--- src/hw/rtl/srrw_pkg.sv ---
// Shared types and constants for the selective-repeat receive window.
`timescale 1ns / 1ps

package srrw_pkg;

  localparam int unsigned WINDOW_DEF   = 32;
  localparam int unsigned SEQ_BITS_DEF = 16;

  localparam int unsigned SEQ_W = 16;
  localparam int unsigned LEN_W = 15;
  localparam int unsigned PAY_W = 32;

  localparam logic KIND_ACK = 1'b0;
  localparam logic KIND_DLV = 1'b1;

  typedef struct packed {
    logic [SEQ_W-1:0] seq_no;
    logic [LEN_W-1:0] block_len;
    logic [PAY_W-1:0] payload;
  } frame_t;

  typedef struct packed {
    logic             kind;
    logic [SEQ_W-1:0] out_seq;
    logic [LEN_W-1:0] out_len;
    logic [PAY_W-1:0] out_payload;
    logic             last;
    logic             done_res;
  } result_t;

  typedef enum logic [1:0] {
    ST_IDLE,
    ST_EVAL,
    ST_ACK,
    ST_DLV
  } state_t;

endpackage

--- src/hw/rtl/srrw_ram.sv ---
// Generic single-write, single-read RAM with registered read data.
`timescale 1ns / 1ps

module srrw_ram #(
  parameter int unsigned WIDTH = 8,
  parameter int unsigned DEPTH = 32
) (
  input  logic                     clk,
  input  logic                     wr_en,
  input  logic [$clog2(DEPTH)-1:0] wr_addr,
  input  logic [WIDTH-1:0]         wr_data,
  input  logic                     rd_en,
  input  logic [$clog2(DEPTH)-1:0] rd_addr,
  output logic [WIDTH-1:0]         rd_data
);

  logic [WIDTH-1:0] mem [DEPTH];
  logic [WIDTH-1:0] rd_data_r;

  always_ff @(posedge clk) begin
    if (wr_en) begin
      mem[wr_addr] <= wr_data;
    end
    if (rd_en) begin
      rd_data_r <= mem[rd_addr];
    end
  end

  assign rd_data = rd_data_r;

endmodule

--- src/hw/rtl/selective_repeat_receive_window_unit.sv ---
// Selective-repeat receive window: acknowledge, store and release frames in order.
//
// Usage:
//   in_valid/in_ready/in_data carry one data frame (sequence, length, payload).
//   out_valid/out_ready/out_data carry results: first an acknowledgement of the
//   frame, then zero or more in-order deliveries; last marks the final result
//   of a frame. Frames at or beyond the window's upper edge give no result.
//   cfg_valid/cfg_ready/cfg_data write last_sequence; write it while idle.
// Timing:
//   One frame at a time. A dropped frame passes through EVAL only, an
//   acknowledged one through EVAL and ACK plus one DLV step per delivered
//   block. The delivery walk does one slot RAM read per block, prefetched
//   while the previous block leaves. The acknowledgement is loaded in ACK.
// Reset:
//   rst_n clears next expected, the received marks, the finished flag and
//   last_sequence; the slot RAM is not cleared, its entries are read only
//   after being written.
// Stall:
//   A result waits in the output register while out_ready is low; the walk
//   holds, and no new frame is taken until the last result is loaded.
`timescale 1ns / 1ps

module selective_repeat_receive_window_unit #(
  parameter int unsigned WINDOW   = srrw_pkg::WINDOW_DEF,
  parameter int unsigned SEQ_BITS = srrw_pkg::SEQ_BITS_DEF
) (
  input  logic                         clk,
  input  logic                         rst_n,
  input  logic                         in_valid,
  output logic                         in_ready,
  input  srrw_pkg::frame_t             in_data,
  output logic                         out_valid,
  input  logic                         out_ready,
  output srrw_pkg::result_t            out_data,
  input  logic                         cfg_valid,
  output logic                         cfg_ready,
  input  logic [srrw_pkg::SEQ_W-1:0]   cfg_data
);

  localparam int unsigned SeqW  = srrw_pkg::SEQ_W;
  localparam int unsigned LenW  = srrw_pkg::LEN_W;
  localparam int unsigned PayW  = srrw_pkg::PAY_W;
  localparam int unsigned SlotW = $clog2(WINDOW);
  localparam int unsigned EntW  = LenW + PayW;
  localparam logic [SlotW-1:0]  SlotLast = SlotW'(WINDOW - 1);
  localparam logic [SlotW:0]    WinSlot  = (SlotW + 1)'(WINDOW);
  localparam logic [SEQ_BITS:0] WinSeq   = (SEQ_BITS + 1)'(WINDOW);

  srrw_pkg::state_t      state_r, state_nxt;
  logic [SEQ_BITS-1:0]   seq_r, seq_nxt;
  logic [LenW-1:0]       len_r, len_nxt;
  logic [PayW-1:0]       pay_r, pay_nxt;
  logic [SEQ_BITS-1:0]   ne_r, ne_nxt;
  logic [SlotW-1:0]      ne_slot_r, ne_slot_nxt;
  logic [WINDOW-1:0]     marks_r, marks_nxt;
  logic                  fin_r, fin_nxt;
  logic [SeqW-1:0]       last_seq_r, last_seq_nxt;
  logic                  walk_r, walk_nxt;
  logic                  out_valid_r, out_valid_nxt;
  srrw_pkg::result_t     out_data_r, out_data_nxt;

  logic [SEQ_BITS:0]     upper;
  logic                  in_win;
  logic                  store_ok;
  logic [SEQ_BITS-1:0]   diff;
  logic [SlotW:0]        slot_sum;
  logic [SlotW-1:0]      in_slot;
  logic                  is_new;
  logic                  walk_has;
  logic [SEQ_BITS-1:0]   ne_inc;
  logic [SlotW-1:0]      ne_slot_inc;
  logic                  hit_last;
  logic                  more;
  logic                  can_load;

  logic                  take;
  logic                  store;
  logic                  advance;
  logic                  out_load;
  logic                  ram_re;
  logic [SlotW-1:0]      ram_raddr;
  logic [EntW-1:0]       ram_rdata;

  // Window arithmetic on the held frame.
  always_comb begin
    upper    = {1'b0, ne_r} + WinSeq;
    in_win   = {1'b0, seq_r} < upper;
    store_ok = !fin_r && (seq_r >= ne_r);
    diff     = seq_r - ne_r;
    // Offset is below WINDOW whenever the frame is stored.
    slot_sum = {1'b0, ne_slot_r} + {1'b0, diff[SlotW-1:0]};
    if (slot_sum >= WinSlot) begin
      in_slot = SlotW'(slot_sum - WinSlot);
    end else begin
      in_slot = slot_sum[SlotW-1:0];
    end
    is_new   = store_ok && !marks_r[in_slot];
    walk_has = store_ok && (marks_r[ne_slot_r] || (is_new && (in_slot == ne_slot_r)));
  end

  // Walk position one block ahead; slot restarts at zero after the last slot or when the sequence wraps.
  always_comb begin
    ne_inc = ne_r + 1'b1;
    if (ne_r == '1) begin
      ne_slot_inc = '0;
    end else if (ne_slot_r == SlotLast) begin
      ne_slot_inc = '0;
    end else begin
      ne_slot_inc = ne_slot_r + 1'b1;
    end
    hit_last = (ne_r == SEQ_BITS'(last_seq_r));
    more     = !hit_last && marks_r[ne_slot_inc];
    can_load = !out_valid_r || out_ready;
  end

  // Next state.
  always_comb begin
    state_nxt = state_r;
    case (state_r)
      srrw_pkg::ST_IDLE: begin
        if (in_valid) begin
          state_nxt = srrw_pkg::ST_EVAL;
        end
      end
      srrw_pkg::ST_EVAL: begin
        state_nxt = in_win ? srrw_pkg::ST_ACK : srrw_pkg::ST_IDLE;
      end
      srrw_pkg::ST_ACK: begin
        if (can_load) begin
          state_nxt = walk_r ? srrw_pkg::ST_DLV : srrw_pkg::ST_IDLE;
        end
      end
      srrw_pkg::ST_DLV: begin
        if (can_load) begin
          state_nxt = more ? srrw_pkg::ST_DLV : srrw_pkg::ST_IDLE;
        end
      end
      default: begin
        state_nxt = srrw_pkg::ST_IDLE;
      end
    endcase
  end

  // Control outputs.
  always_comb begin
    in_ready  = 1'b0;
    take      = 1'b0;
    store     = 1'b0;
    advance   = 1'b0;
    out_load  = 1'b0;
    ram_re    = 1'b0;
    ram_raddr = ne_slot_r;
    out_data_nxt = out_data_r;
    case (state_r)
      srrw_pkg::ST_IDLE: begin
        in_ready = 1'b1;
        take     = in_valid;
      end
      srrw_pkg::ST_EVAL: begin
        store = in_win && is_new;
      end
      srrw_pkg::ST_ACK: begin
        out_load = can_load;
        // Prefetch the first block of the walk.
        ram_re   = can_load && walk_r;
        out_data_nxt.kind        = srrw_pkg::KIND_ACK;
        out_data_nxt.out_seq     = SeqW'(seq_r);
        out_data_nxt.out_len     = '0;
        out_data_nxt.out_payload = '0;
        out_data_nxt.last        = !walk_r;
        out_data_nxt.done_res    = fin_r;
      end
      srrw_pkg::ST_DLV: begin
        out_load  = can_load;
        advance   = can_load;
        ram_re    = can_load && more;
        ram_raddr = ne_slot_inc;
        out_data_nxt.kind        = srrw_pkg::KIND_DLV;
        out_data_nxt.out_seq     = SeqW'(ne_r);
        out_data_nxt.out_len     = ram_rdata[EntW-1:PayW];
        out_data_nxt.out_payload = ram_rdata[PayW-1:0];
        out_data_nxt.last        = !more;
        out_data_nxt.done_res    = fin_r || hit_last;
      end
      default: begin
        in_ready = 1'b0;
      end
    endcase
  end

  // Register next values.
  always_comb begin
    seq_nxt      = seq_r;
    len_nxt      = len_r;
    pay_nxt      = pay_r;
    ne_nxt       = ne_r;
    ne_slot_nxt  = ne_slot_r;
    marks_nxt    = marks_r;
    fin_nxt      = fin_r;
    walk_nxt     = walk_r;
    last_seq_nxt = last_seq_r;
    if (take) begin
      seq_nxt = SEQ_BITS'(in_data.seq_no);
      len_nxt = in_data.block_len;
      pay_nxt = in_data.payload;
    end
    if (state_r == srrw_pkg::ST_EVAL) begin
      walk_nxt = walk_has;
    end
    if (store) begin
      marks_nxt[in_slot] = 1'b1;
    end
    if (advance) begin
      marks_nxt[ne_slot_r] = 1'b0;
      ne_nxt      = ne_inc;
      ne_slot_nxt = ne_slot_inc;
      fin_nxt     = fin_r || hit_last;
    end
    if (cfg_valid) begin
      last_seq_nxt = cfg_data;
    end
    if (out_load) begin
      out_valid_nxt = 1'b1;
    end else if (out_ready) begin
      out_valid_nxt = 1'b0;
    end else begin
      out_valid_nxt = out_valid_r;
    end
  end

  always_ff @(posedge clk) begin
    if (!rst_n) begin
      state_r     <= srrw_pkg::ST_IDLE;
      ne_r        <= '0;
      ne_slot_r   <= '0;
      marks_r     <= '0;
      fin_r       <= 1'b0;
      last_seq_r  <= '0;
      walk_r      <= 1'b0;
      out_valid_r <= 1'b0;
    end else begin
      state_r     <= state_nxt;
      ne_r        <= ne_nxt;
      ne_slot_r   <= ne_slot_nxt;
      marks_r     <= marks_nxt;
      fin_r       <= fin_nxt;
      last_seq_r  <= last_seq_nxt;
      walk_r      <= walk_nxt;
      out_valid_r <= out_valid_nxt;
    end
  end

  always_ff @(posedge clk) begin
    seq_r <= seq_nxt;
    len_r <= len_nxt;
    pay_r <= pay_nxt;
    if (out_load) begin
      out_data_r <= out_data_nxt;
    end
  end

  srrw_ram #(
    .WIDTH(EntW),
    .DEPTH(WINDOW)
  ) u_slot_ram (
    .clk    (clk),
    .wr_en  (store),
    .wr_addr(in_slot),
    .wr_data({len_r, pay_r}),
    .rd_en  (ram_re),
    .rd_addr(ram_raddr),
    .rd_data(ram_rdata)
  );

  assign cfg_ready = 1'b1;
  assign out_valid = out_valid_r;
  assign out_data  = out_data_r;

endmodule

--- config.mk ---
export PLATFORM = sky130hd
export DESIGN_NAME = selective_repeat_receive_window_unit
export DESIGN_NICKNAME = d
export VERILOG_FILES = /design/src/hw/rtl/srrw_pkg.sv /design/src/hw/rtl/srrw_ram.sv /design/src/hw/rtl/selective_repeat_receive_window_unit.sv
export SDC_FILE = /design/constraint.sdc
export NUM_CORES = 2
export LEC_CHECK = 0
export ABC_AREA = 1
export BUFFER_PORTS_ARGS = -buffer_cell sky130_fd_sc_hd__buf_4
export CORE_MARGIN = 8
export CORE_UTILIZATION = 65
export DETAILED_ROUTE_END_ITERATION = 6
export PLACE_DENSITY_LB_ADDON = 0.25
export SLEW_MARGIN = 30
export SYNTH_ARGS = -nofsm -noshare
export SYNTH_HDL_FRONTEND = slang
export SYNTH_SLANG_ARGS = --single-unit
--- constraint.sdc ---
create_clock -name clk -period 11.6 [get_ports clk]
set_input_delay 1.16 -clock clk [delete_from_list [all_inputs] [get_ports clk]]
set_output_delay 1.16 -clock clk [all_outputs]
set_load 0.1 [all_outputs]
==> summary.txt <==
Worst setup path
  • Slowest cell on crit path: nor2_4
  • Critical-path maximum fanout: 32
  • CP Capture Type: flop
  • Worst setup path category: reg2reg
  • Element type at the critical path start: flop
  • Most used cell, CP: nand2_1
  • Length in cells of the worst reg-to-reg path: 18
  • Critical Path AT: between 7000 and 8000 ps
  • Critical-path cell list: inv_1, ha_1, inv_1, fa_1, fa_1, inv_2, nand2_1, o22ai_1, o21ai_0, a21oi_1, o21ai_0, nand2_1, nor2_2, nand2_1, inv_2, nand3_1, nor2_4, buf_4
  • Top cell family by delay on the critical path: simple AND/OR/NAND/NOR gates
  • Slowest Stage Delay on Critical Path: 1020 ps
  • Cell depth of the worst setup path: 18
  • Number of buffers and inverters on the critical path: 5
  • Worst EP required: between 10000 and 15000 ps

Yosys
  • Synth Net Count: about 5700
  • Yosys reg bits: 1754
  • Sequential area share after synthesis: between 70% and 80%
  • Total standard cell area after synthesis: between 0.07 and 0.08 mm²
  • Count of synthesis-stage warnings from yosys: 0
  • Largest cells by area after synthesis: edfxtp_1, o211ai_1, nor2_1
  • Number of distinct library cell variants in the gate-level netlist after synthesis: between 40 and 50
  • Leading area contributor after synthesis: edfxtp_1
  • Synth Instances: around 5600
  • Fraction of post-synthesis cell area in the top cell type by area: between 70% and 80%
  • Fraction of registers with async set or reset after synthesis: 0%
  • Post-synthesis area per instance: around 13 µm²
  • Number of enable-type register cells in the synthesized netlist: 1680
  • Most frequently used flop master after synthesis: edfxtp_1

Routing
  • Vias per cell: between 6 and 7
  • Total number of vias: between 40000 and 50000
  • DRC viols: 0
  • Total wire length: roughly 180000 µm
  • First-pass DRT Iterations: 6
  • Iteration-0 DRC count of the detailed router: about 6000
  • Antenna-violating nets left: 0
  • Average wire per standard cell: 25.3 µm

Layout
  • Total inserted antenna cells: 0
  • Final non-filler cell total: 7237
  • Layout cell share with drive strength beyond 1: between 10% and 20%
  • Area overhead of the layout relative to synthesis: 11.6%
  • Final #Nets: between 5000 and 6000
  • Post-layout utilization of the core: between 70% and 80%
  • Post-layout instance area: around 0.08 mm²

Global route
  • Remaining global-route overflow: 0
  • Global-route wire length before repair: roughly 270000 µm
  • Overall fraction of global-route tracks in use: between 20 and 30%
  • Number of global-route vias before repair: between 40000 and 50000
  • Maximum number of pins on one net before global-route repair: roughly 210
  • Number of antenna violations at the first check in global routing: 2

Min path
  • HP Class: reg2reg
  • Hold Path Cell Cnt: 2

Place
  • Placed instance area: between 0.07 and 0.08 mm²
  • Setup slack after placement: between 5000 and 6000 ps
  • Number of I/O port buffers: 151
  • Number of cells after detailed placement: approximately 7000
  • Placed wire-length estimate: slightly below 100000 µm
  • Placer Congestion: between 0.8 and 0.9

Clock tree
  • Post-CTS repair timing setup buffer count: 0
  • CTS tree: done
  • Post-cts sizing count: 0
  • Clock latency at the later pin of the worst-skew pair: slightly below 800 ps
  • Max clock buf depth: 3
  • # hold bufs at CTS: 0
  • CTS H-Tree Depth: 4
  • Clock transition at the registers of the reported paths: approximately 60 ps
  • TritonCTS buffer count: 170
  • Number of sinks driven by the clock tree: between 1500 and 2000
  • Root Driver: clkbuf_16

STA
  • Slew of the pin with the lowest slew margin: around 1100 ps
  • Final-layout setup total negative slack: 0 ps
  • Relative max-transition margin: 27.0%
  • Period utilization: between 50% and 60%
  • Final Skew: around 28 ps
  • Clock period minus worst slack: ~6700 ps
  • Unrepaired setup endpoints after global routing: false
  • Number of endpoints failing setup at the final stage: 0
  • Final Max Tran Viols: 0
  • Number of hold-slack violations in the final timing report: 0
  • Highest achievable clock rate: approximately 150 MHz
  • Worst-case setup margin in the final layout: between 4000 and 5000 ps

Power
  • Largest vdd supply drop: between 0.1 and 0.15 mV
  • Pleak: roughly 26 nW
  • Power per unit of standard cell area: 159 mW/mm²

Floorplan
  • Initial standard-cell utilization of the core: approximately 66%
  • Ports placed on the boundary: ~150
  • Number of cell rows: between 100 and 150
  • Full die area: between 0.1 and 0.15 mm²
  • Std-Cell Core Area: between 0.1 and 0.15 mm²
  • Horizontal die dimension: approximately 350 µm
  • Die boundary height: ~350 µm

Run
  • Maxcap violations: 0

Outcome
  • Result of the run: completed
-- worst register-to-register path: stages (launching register included) --
cell,delay [ps]
edfxtp_1,410
inv_1,80
ha_1,140
inv_1,70
fa_1,500
fa_1,720
inv_2,150
nand2_1,410
o22ai_1,130
o21ai_0,190
a21oi_1,90
o21ai_0,280
nand2_1,120
nor2_2,110
nand2_1,80
inv_2,400
nand3_1,750
nor2_4,1020
buf_4,640
-- report_power, final --
group / switching (mW) / internal (mW)
clock network: 2.28 / 2.99
registers: 0.0604 / 7.00
logic: 0.272 / 0.104
-- synth_stat cells (2+ instances only) --
master and n:
clkinv_1 2, a31oi_1 2, a21oi_1 85, o21ai_0 578
nor2_4 2, nand3_1 404, buf_2 142, o211ai_1 518
nor3_1 16, nor2_1 857, buf_6 13, fa_1 2
clkbuf_1 181, nand3_2 2, inv_1 192, o22ai_1 16
edfxtp_1 1680, nand2_2 4, nand2_1 326, xnor2_1 14
nor2_2 3, buf_1 14, a21oi_4 2, xor2_1 15
dfxtp_1 74, nand4_1 10, buf_4 11, a221oi_1 3
o21ai_1 85, nor4_1 2, or2_2 284, inv_2 8
ha_1 39
-- flip-flops by register name (all words and copies together), names as in the netlist, 16 cells and up --
signal and flops:
last_seq_r 16, marks_r 32, out_data 66, u_slot_ram.rd_data 47, seq_r 16, pay_r 32
ne_r 16, u_slot_ram.mem 1504
-- path summary, 6_finish.rpt --
| path | to | startpoint | slack [ps] |
|---|---|---|---|
| min reg2reg | fin_r | fin_r | 470 |
| max reg2reg | u_slot_ram.mem[9][45] | seq_r[0] | 4930 |
| min | fin_r | fin_r | 470 |
| max | u_slot_ram.mem[9][45] | seq_r[0] | 4930 |
-- logic make-up (layout without fill, tap and decap cells) --
kind of cell | count (synthesis) | after routing | share of synthesized area [%]
AO/OA/AOI/OAI | 1295 | 1295 | 11.0
XOR/XNOR | 29 | 29 | 0.355
adder cells (fa/ha/maj) | 41 | 41 | 0.738
buffers and inverters | 565 | 789 | 3.41
flip-flops | 1754 | 1754 | 72.6
other | 1 | 1 | 0.00524
AND/OR/NAND/NOR | 1914 | 1914 | 11.9
-- cell type report --
type                            count  area, µm²
Clock buffer                      225       4680
Clock inverter                     85        604
Fill cell                        6794      29200
Inverter                          204        802
Multi-Input combinational cell   3280      17500
Sequential cell                  1754      51900
Tap cell                         1414       1770
Timing Repair Buffer              275       2610
-- layout by cell type (no fill, tap or decap), types with 5 or more instances in the layout --
master         n
clkinv_2      27
nor3_1        15
ha_1          39
inv_2          5
nor2_4        35
bufinv_16      7
nand3_1      404
xnor2_1       14
dfxtp_1       74
nand2_1      326
clkinv_1      45
nand4_1       10
xor2_1        15
clkinvlp_4     5
inv_1        191
clkbuf_1      44
nor2_1       824
a21oi_1       85
buf_4        212
buf_16        12
clkbuf_16    180
buf_6         30
edfxtp_1    1680
or2_2        284
o21ai_0      577
o211ai_1     518
buf_8         15
buf_12         6
o22ai_1       16
o21ai_1       85
-- metal layers --
layer / GRT usage, % / routed length (µm)
met5: 0 / 19
met2: 47.2 / 87500
met4: 11.1 / 6140
met3: 5.86 / 18100
met1: 40.0 / 71200
-- through the flow --
| stage | power (mW) | hold slack (ps) |
|---|---|---|
| floorplan | 7.39 | 437 |
| global placement | 7.53 | 449 |
| detailed placement | 7.55 | 458 |
| CTS | 12.7 | 472 |
| global route | 13.0 | 506 |
| finish | 12.7 | 471 |
(Power assumes the default switching activity.)
